--- config.mk ---
export PLATFORM = sky130hd
export DESIGN_NAME = cel_ctrl
export DESIGN_NICKNAME = d
export VERILOG_FILES = /design/src/rtl/cel_pkg.sv /design/src/rtl/cel_ctrl.sv
export SDC_FILE = /design/constraint.sdc
export NUM_CORES = 1
export LEC_CHECK = 0
export BUFFER_PORTS_ARGS = -buffer_cell sky130_fd_sc_hd__buf_4
export CORE_MARGIN = 1.5
export CORE_UTILIZATION = 39
export DETAILED_ROUTE_END_ITERATION = 6
export PLACE_DENSITY = 0.64
export RECOVER_POWER = 100
export SLEW_MARGIN = 10
export SYNTH_ARGS = -nofsm -noshare
export SYNTH_HDL_FRONTEND = slang
export SYNTH_SLANG_ARGS = --single-unit
--- constraint.sdc ---
create_clock -name clk_i -period 2.6 [get_ports clk_i]
set_input_delay 0.13 -clock clk_i [delete_from_list [all_inputs] [get_ports clk_i]]
set_output_delay 0.13 -clock clk_i [all_outputs]
set_load 0.01 [all_outputs]
--- src/rtl/cel_pkg.sv ---
// Shared types, widths and codes of the cosine embedding loss block.
package cel_pkg;

  // Input word: one element pair of the two embedding vectors.
  typedef struct packed {
    logic signed [15:0] first_elem;
    logic signed [15:0] second_elem;
    logic               target_positive;
    logic               final_elem;
  } cel_in_t;

  // Output word: loss and gradients for one element.
  typedef struct packed {
    logic        [15:0] loss_q14;
    logic signed [31:0] grad_first;
    logic signed [31:0] grad_second;
    logic        [4:0]  elem_index;
    logic               last_result;
  } cel_out_t;

  // Configuration register indexes.
  typedef enum logic [1:0] {
    CFG_VECTOR_LENGTH = 2'd0,
    CFG_MARGIN        = 2'd1,
    CFG_EPS           = 2'd2,
    CFG_GRAD_SCALE    = 2'd3
  } cfg_reg_e;

  // Divider operations: which numerator, denominator and destination.
  typedef enum logic [2:0] {
    DIV_COS       = 3'd0,
    DIV_T1_FIRST  = 3'd1,
    DIV_T2_FIRST  = 3'd2,
    DIV_T1_SECOND = 3'd3,
    DIV_T2_SECOND = 3'd4
  } div_op_e;

  localparam int DivNumW = 64;  // dividend width
  localparam int DivDenW = 50;  // divisor width (product of two roots)
  localparam int SqrtW   = 50;  // radicand width (norm shifted by 12)
  localparam int RootW   = 25;  // root width
  localparam int AccW    = 40;  // accumulator width
  localparam int NormW   = 38;  // norm plus eps
  localparam int TermW   = 46;  // one gradient term
  localparam int GradW   = 47;  // difference of two terms
  localparam int ProdW   = 62;  // gradient magnitude times scale
  localparam int CosOne  = 16384;

  // Commands from the controller to the datapath.
  typedef struct packed {
    logic    acc_en;
    logic    clr;
    logic    prep;
    logic    idx_clr;
    logic    idx_inc;
    logic    sqrt_start;
    logic    sqrt_sel_b;
    logic    d_ld;
    logic    div_start;
    div_op_e div_op;
    logic    loss_ld;
    logic    rd_en;
    logic    prod_ld;
    logic    g_ld;
    logic    scale_ld;
    logic    out_ld;
  } cel_cmd_t;

  // Status from the datapath to the controller.
  typedef struct packed {
    logic run_end;
    logic sqrt_done;
    logic div_done;
    logic idx_last;
    logic out_free;
  } cel_status_t;

endpackage

--- src/rtl/cel_ctrl.sv ---
// Controller: sequences accumulation, roots, divisions and result emission.
module cel_ctrl import cel_pkg::*; (
  input  logic        clk_i,
  input  logic        rst_ni,
  input  logic        in_valid_i,
  output logic        in_stall_o,
  input  cel_status_t status_i,
  output cel_cmd_t    cmd_o
);

  typedef enum logic [15:0] {
    S_ACCUM = 16'h0001,
    S_PREP  = 16'h0002,
    S_SQA   = 16'h0004,
    S_SQB   = 16'h0008,
    S_MUL   = 16'h0010,
    S_DCOS  = 16'h0020,
    S_LOSS  = 16'h0040,
    S_RD    = 16'h0080,
    S_LD    = 16'h0100,
    S_D1    = 16'h0200,
    S_D2    = 16'h0400,
    S_D3    = 16'h0800,
    S_D4    = 16'h1000,
    S_GSUB  = 16'h2000,
    S_SCL   = 16'h4000,
    S_OUT   = 16'h8000
  } state_e;

  state_e state_q, state_d;
  logic   issued_q, issued_d;

  always_ff @(posedge clk_i or negedge rst_ni) begin
    if (!rst_ni) begin
      state_q  <= S_ACCUM;
      issued_q <= 1'b0;
    end else begin
      state_q  <= state_d;
      issued_q <= issued_d;
    end
  end

  // Next state and commands. Wait states start their unit once, then wait for done.
  always_comb begin
    state_d    = state_q;
    issued_d   = issued_q;
    in_stall_o = 1'b1;
    cmd_o      = '0;
    cmd_o.div_op = DIV_COS;
    case (state_q)
      S_ACCUM: begin
        in_stall_o = 1'b0;
        if (in_valid_i) begin
          cmd_o.acc_en = 1'b1;
          if (status_i.run_end) state_d = S_PREP;
        end
      end
      S_PREP: begin
        cmd_o.prep    = 1'b1;
        cmd_o.idx_clr = 1'b1;
        state_d       = S_SQA;
      end
      S_SQA, S_SQB: begin
        cmd_o.sqrt_sel_b = (state_q == S_SQB);
        if (!issued_q) begin
          cmd_o.sqrt_start = 1'b1;
          issued_d         = 1'b1;
        end else if (status_i.sqrt_done) begin
          issued_d = 1'b0;
          state_d  = (state_q == S_SQB) ? S_MUL : S_SQB;
        end
      end
      S_MUL: begin
        cmd_o.d_ld = 1'b1;
        state_d    = S_DCOS;
      end
      S_DCOS, S_D1, S_D2, S_D3, S_D4: begin
        if (state_q == S_D1) cmd_o.div_op = DIV_T1_FIRST;
        if (state_q == S_D2) cmd_o.div_op = DIV_T2_FIRST;
        if (state_q == S_D3) cmd_o.div_op = DIV_T1_SECOND;
        if (state_q == S_D4) cmd_o.div_op = DIV_T2_SECOND;
        if (!issued_q) begin
          cmd_o.div_start = 1'b1;
          issued_d        = 1'b1;
        end else if (status_i.div_done) begin
          issued_d = 1'b0;
          if (state_q == S_DCOS)    state_d = S_LOSS;
          else if (state_q == S_D1) state_d = S_D2;
          else if (state_q == S_D2) state_d = S_D3;
          else if (state_q == S_D3) state_d = S_D4;
          else                      state_d = S_GSUB;
        end
      end
      S_LOSS: begin
        cmd_o.loss_ld = 1'b1;
        state_d       = S_RD;
      end
      S_RD: begin
        cmd_o.rd_en = 1'b1;
        state_d     = S_LD;
      end
      S_LD: begin
        cmd_o.prod_ld = 1'b1;
        state_d       = S_D1;
      end
      S_GSUB: begin
        cmd_o.g_ld = 1'b1;
        state_d    = S_SCL;
      end
      S_SCL: begin
        cmd_o.scale_ld = 1'b1;
        state_d        = S_OUT;
      end
      S_OUT: begin
        if (status_i.out_free) begin
          cmd_o.out_ld = 1'b1;
          if (status_i.idx_last) begin
            cmd_o.clr = 1'b1;
            state_d   = S_ACCUM;
          end else begin
            cmd_o.idx_inc = 1'b1;
            state_d       = S_RD;
          end
        end
      end
      default: begin
        state_d  = S_ACCUM;
        issued_d = 1'b0;
      end
    endcase
  end

endmodule

==> results.py, run 1 <==
metrics = {
    "cts": {
        "cts_sinks": 17,
        "cts_made_buffers": 3,
        "htreeDepth": 1,
        "cts_resized": 0,
        "path_clk_slew_ns": 0.11,
        "clock_tree.root_cell": "clkbuf_4",
        "clock_latency_ns": 0.29,
        "clock_path_buffers": 2,
        "cts_hold_buffers": 1,
        "cts_tree": "yes",
        "cts_setup_buffers": 0,
    },
    "synth": {
        "synth_compound_area_share_pct": 12.4,
        "syn_area_sq_um": 1260,
        "async_reset_ff_share_pct": 100,
        "synth.top_cell.area_share_pct": 31.7,
        "synthCells": 135,
        "ys_ff_latch": 17,
        "synthTopCellsByArea": "dfrtp_1, nor2_1, nor4_2",
        "synth_edf_count": 0,
        "yosysUniqueCellTypes": 49,
        "seq_area_frac_synth_pct": 33.7,
        "synthXorXnorAreaFrac_pct": 4.15,
        "yosysWarningCount": 0,
        "synth_top_family_by_area": "simple AND/OR/NAND/NOR gates",
        "syn_avg_cell_area_sq_um": 9.37,
        "synth_fa_ha_area_share_pct": 0,
        "synth_mux_area_share_pct": 5.34,
        "synthSimpleGateAreaFrac_pct": 38.9,
        "synth_nets": 143,
        "yosys_most_used_dff": "dfrtp_1",
        "synth_area_leader_cell": "dfrtp_1",
    },
    "power_and_ir_drop": {
        "clkPwrFrac_pct": 12.2,
        "p_switching_uw": 553,
        "combPwrFrac_pct": 58.3,
        "swShare_pct": 46.1,
        "powerDensity_nw_per_um2": 814,
        "seq_power_share_pct": 29.5,
        "leakage_uw": 0.000703,
        "intPower_uw": 648,
        "vdd_ir_drop_max_mv": 0.478,
    },
    "floorplan": {
        "die-area_sq_um": 3590,
        "die_h_um": 60.0,
        "die_w_um": 60.0,
        "core_area_sq_um": 3080,
        "pin_count": 27,
        "start_util_pct": 41.1,
        "rows": 20,
    },
    "critical_path": {
        "path_cells": "or4_4 > nor4_4 > a22o_4 > a21oi_4 > o211ai_4 > mux2_2",
        "endpoint_kind": "register",
        "startpoint_type": "register",
        "worstSetupPathType": "register to register",
        "critPathTopFamily": "simple AND/OR/NAND/NOR gates",
        "crit_required_ns": 2.78,
        "cpPeakStageDelay_ns": 0.60,
        "path_buf_inv": 0,
        "cp_slowest_cell": "or4_4",
        "cp_max_fo": 8,
        "critPathArrivalTime_ns": 2.59,
    },
    "timing": {
        "slew_headroom_pct": 35.3,
        "period_needed_ns": 2.42,
        "drv_slew": 0,
        "finalCritPeriodShare_pct": 93.0,
        "fmax_mhz": 414,
        "clock_skew_ns": 0.00995,
        "rsz0062_at_grt": "false",
        "worstMarginPinSlew_ns": 0.970,
        "hold_viol": 0,
        "tns_ns": 0,
        "finalSetupViolCount": 0,
        "holdWs_ns": 0.0575,
    },
    "global_route": {
        "grt-ovfl-total": 0,
        "antenna_found_initial": 0,
        "grt_pass1_wl_mm": 5.00,
        "track_usage_pct": 18.3,
        "grt_max_degree": 18,
        "grt_pass1_vias": 1041,
    },
    "routing": {
        "postRouteAntennaNets": 0,
        "finalWirelength_mm": 3.00,
        "dr.pass1.iters": 4,
        "viasPerCell": 5.25,
        "dr.first_iter.drc_count": 25,
        "drc": 0,
        "avgRoutedWirePerCell_um": 14.5,
        "vias": 1086,
    },
    "cells_and_area": {
        "nets": 172,
        "syn2layout_area_growth_pct": 16.6,
        "utilization_pct": 47.9,
        "diodes": 0,
        "stdcell_area_sq_um": 1480,
        "drive_gt1_share_pct": 23.9,
    },
    "flow_run": {
        "drv_cap": 0,
    },
    "placement": {
        "gp_congestion": 0.846,
        "placed_cell_area_sq_um": 1510,
        "io_buffer_count": 26,
        "dp.final_hpwl_mm": 2.26,
    },
    "worst_hold_path": {
        "hp-class": "primary input to register",
    },
    "run_status": {
        "status": "completed",
    },
}
[path summary, 6_finish.rpt]
check	slack, ns	start	cells after the start	endpoint
max in group asynchronous	1.50	rst_ni	2	state_q[3]
min reg2reg	0.64	state_q[12]	1	state_q[12]
min in group asynchronous	0.50	rst_ni	2	state_q[8]
max	0.18	state_q[4]	6	state_q[10]
min	0.06	status_i[3]	2	issued_q
max reg2reg	0.18	state_q[4]	6	state_q[10]
[kinds of logic after synthesis]
| group | Yosys count |
|---|---|
| buffers and inverters | 14 |
| xor gates and xnor gates | 6 |
| DFF | 17 |
| and+or+nand+nor | 76 |
| muxes | 5 |
| AOI/OAI and AO/OA | 17 |
[power by group through the flow]
stage	sequential, uW	combinational [uW]	clock, uW
6_report	355	700	146
5_1_grt	359	765	167
4_1_cts	357	754	151
3_5_place_dp	362	750	0
3_3_place_gp	360	749	0
2_1_floorplan	323	608	0
[cell usage after synthesis, types with 4 or more instances]
library cell and count:
a21o_1 4, a21oi_1 4, clkbuf_1 5, dfrtp_1 16, inv_1 4, nand2_1 11
nand3_1 4, nor2_1 17, nor3_1 6, nor4_1 5, nor4_2 4, nor4b_1 4
[registers in the layout (all words and copies together), names as in the netlist]
signal and flops:
issued_q 1, state_q 16
[worst reg2reg max path: stages (launching register included)]
cell	delay, ns
dfrtp_1	0.47
or4_4	0.60
nor4_4	0.31
a22o_4	0.19
a21oi_4	0.05
o211ai_4	0.32
mux2_2	0.37
[layout by cell type, fill, tap and decap left out, types with 2 or more instances in the layout]
master / instances
a21o_1: 4
a21oi_1: 4
and3_1: 2
buf_4: 18
clkbuf_1: 16
clkbuf_4: 3
dfrtp_1: 16
inv_1: 4
mux2_1: 3
mux2_2: 2
nand2_1: 11
nand3_1: 4
nor2_1: 17
nor2b_1: 2
nor3_1: 6
nor3b_1: 2
nor4_1: 5
nor4_2: 4
nor4b_1: 4
or2b_1: 2
or4_1: 2
xnor2_1: 3
xor2_1: 3
[layout make-up]
| type | count | area, sq um |
|---|---|---|
| tap | 44 | 55.1 |
| inverter | 4 | 15.0 |
| clock buffer | 4 | 26.3 |
| sequential | 17 | 427 |
| fill | 316 | 1600 |
| timing repair buffer | 34 | 201 |
| multi-input combinational | 104 | 751 |
[per-layer routing]
metal | track usage (%) | routed length (um) | vias to the layer above
li1 | - | - | 545
met1 | 26.2 | 1410 | 511
met5 | 0 | 0 | -
met2 | 28.4 | 1440 | 26
met3 | 2.16 | 104 | 4
met4 | 6.03 | 41 | 0
[per-stage QoR]
step           setup WS [ns]  total power (uW)  std cells
3_5_place_dp           0.199              1110        202
4_1_cts                0.172              1260        207
3_3_place_gp           0.228              1110        202
6_report               0.183              1200        207
5_1_grt               0.0585              1290        207
2_1_floorplan          0.363               931        135
Power figures use the tool's default switching activity.
==> inputs of run 2 (changes only) <==
--- a/config.mk
+++ b/config.mk
@@ -5,7 +5,7 @@
 export SDC_FILE = /design/constraint.sdc
 export NUM_CORES = 1
 export LEC_CHECK = 0
-export BUFFER_PORTS_ARGS = -buffer_cell sky130_fd_sc_hd__buf_4
+export BUFFER_PORTS_ARGS = -buffer_cell sky130_fd_sc_hd__buf_2
 export CORE_MARGIN = 1.5
 export CORE_UTILIZATION = 39
 export DETAILED_ROUTE_END_ITERATION = 6
==> run 2 against run 1 <==
Non-clock buffer count stayed put. Clock power about the same. Final area shrank 2.0%. Largest cell class unchanged. Critical path type unchanged. Critical path depth unchanged. Power decreased by 0.45%. Flip-flop and latch count did not move. Clock skew down 0.0014 ns. Wire length fell by 0.10%. Via count rose by 2.5%. Critical endpoint unchanged. Sequential power is essentially flat.
==> results.py, run 2 (synthesized netlist as in run 1, its figures left out) <==
metrics = {
    "worst_hold_path": {
        "min-delay-start": "status_i[3]",
        "hp-class": "primary input to register",
    },
    "critical_path": {
        "rr_endpoint": "state_q[10]",
        "path_cells": "or4_4 > nor4_4 > a22o_4 > a21oi_4 > o211ai_4 > mux2_2",
        "crit_required_ns": 2.78,
        "path_buf_inv": 0,
        "r2r_start": "state_q[4]",
        "startpoint_type": "register",
        "cpPeakStageDelay_ns": 0.60,
        "endpoint_kind": "register",
        "r2r_slack_ns": 0.18,
        "crit_path_end": "state_q[10]",
        "cp_slowest_cell": "or4_4",
        "worstSetupPathType": "register to register",
        "critPathTopFamily": "simple AND/OR/NAND/NOR gates",
        "cp_max_fo": 8,
        "startpoint": "state_q[4]",
        "critPathArrivalTime_ns": 2.60,
        "r2r_cells": 6,
        "crit_cells": 6,
    },
    "routing": {
        "finalWirelength_mm": 3.00,
        "dr.max_layer_used": "met4",
        "postRouteAntennaNets": 0,
        "routed-wl-met3_um": 130,
        "vias": 1113,
        "avgRoutedWirePerCell_um": 14.5,
        "drc": 0,
        "viasPerCell": 5.38,
        "dr.first_iter.drc_count": 22,
        "dr.pass1.iters": 4,
        "routed-wl-met2_mm": 1.45,
        "drt-met1-wl_mm": 1.37,
    },
    "cells_and_area": {
        "top_regs": "state_q (16), issued_q (1)",
        "nets": 172,
        "top_register": "state_q",
        "diodes": 0,
        "stdcell_area_sq_um": 1450,
        "largest_register_ffs": 16,
        "syn2layout_area_growth_pct": 14.3,
        "layout.cells.most_common_list": "clkbuf_1, nor2_1, dfrtp_1",
        "drive_gt1_share_pct": 22.7,
        "fill_cells": 313,
        "multi_input_area_sq_um": 757,
        "finalNonFillerCells": 207,
        "final_common_cell": "clkbuf_1",
        "register_area_sq_um": 427,
    },
    "cts": {
        "cts_resized": 0,
        "cts_hold_buffers": 1,
        "clock_tree.root_cell": "clkbuf_4",
        "cts_setup_buffers": 0,
        "clock_latency_ns": 0.29,
        "cts_made_buffers": 3,
        "path_clk_slew_ns": 0.11,
        "htreeDepth": 1,
        "clock_path_buffers": 2,
        "cts_tree": "yes",
        "cts_sinks": 17,
    },
    "global_route": {
        "antenna_found_initial": 0,
        "grt_pass1_vias": 1051,
        "grt_pass1_wl_mm": 4.93,
        "grt_max_degree": 18,
        "grt-ovfl-total": 0,
        "track_usage_pct": 18.2,
    },
    "timing": {
        "drv_slew": 0,
        "clock_skew_ns": 0.00858,
        "tns_ns": 0,
        "holdWs_ns": 0.0568,
        "slew_headroom_pct": 36.2,
        "period_needed_ns": 2.42,
        "rsz0062_at_grt": "false",
        "finalCritPeriodShare_pct": 93.0,
        "worstMarginPinSlew_ns": 0.957,
        "fmax_mhz": 414,
        "finalSetupViolCount": 0,
        "hold_viol": 0,
    },
    "power_and_ir_drop": {
        "powerDensity_nw_per_um2": 827,
        "leakage_uw": 0.000693,
        "vdd_ir_drop_max_mv": 0.509,
        "finalPower_uw": 1200,
    },
    "placement": {
        "placed_cell_area_sq_um": 1450,
        "dp.cells": 202,
        "io_buffer_count": 26,
        "gp_congestion": 0.874,
        "dp.final_hpwl_mm": 2.34,
    },
    "floorplan": {
        "pin_count": 27,
        "core_area_sq_um": 3080,
        "die_h_um": 60.0,
        "die-area_sq_um": 3590,
        "rows": 20,
        "die_w_um": 60.0,
        "start_util_pct": 41.1,
    },
    "run_status": {
        "status": "completed",
    },
    "flow_run": {
        "drv_cap": 0,
    },
}
[run 2: cell count changes in the layout (fill, tap and decap cells not counted), sizes merged]
cell    previous run  this run
clkbuf            19        21
buf               18        16
[run 2: cell type report]
type	count	area share (%)
clock buffers	4	1.82
flip-flops and latches	17	29.5
multi-input cells	104	52.3
inverters	4	1.04
repair buffers	34	11.5
well taps	44	3.81
[run 2: stage by stage]
stage	util, %	worst slack (ns)
5_1_grt	47.0	0.0598
4_1_cts	48.2	0.157
6_report	47.0	0.182
2_1_floorplan	-	0.363
3_5_place_dp	47.0	0.181
3_3_place_gp	47.0	0.230
[run 2: per-layer routing]
layer,up-vias,GRT usage [%]
li1,544,-
met1,532,25.1
met2,31,30.3
met3,6,2.16
met4,0,4.76
met5,-,0
[run 2: worst min-delay path by stage]
stage | endpoint | slack [ns] | cells after the start
after floorplan | issued_q | -0.17 | 0
after global placement | state_q[8] | 0.08 | 1
after detailed placement | state_q[8] | 0.08 | 1
after CTS | issued_q | 0.06 | 2
after global routing | issued_q | 0.07 | 2
final | issued_q | 0.06 | 2
[run 2: report_power, final]
part	internal, uW	switching [uW]
sequential	306	52.4
clock	59.6	88.6
combinational	273	416
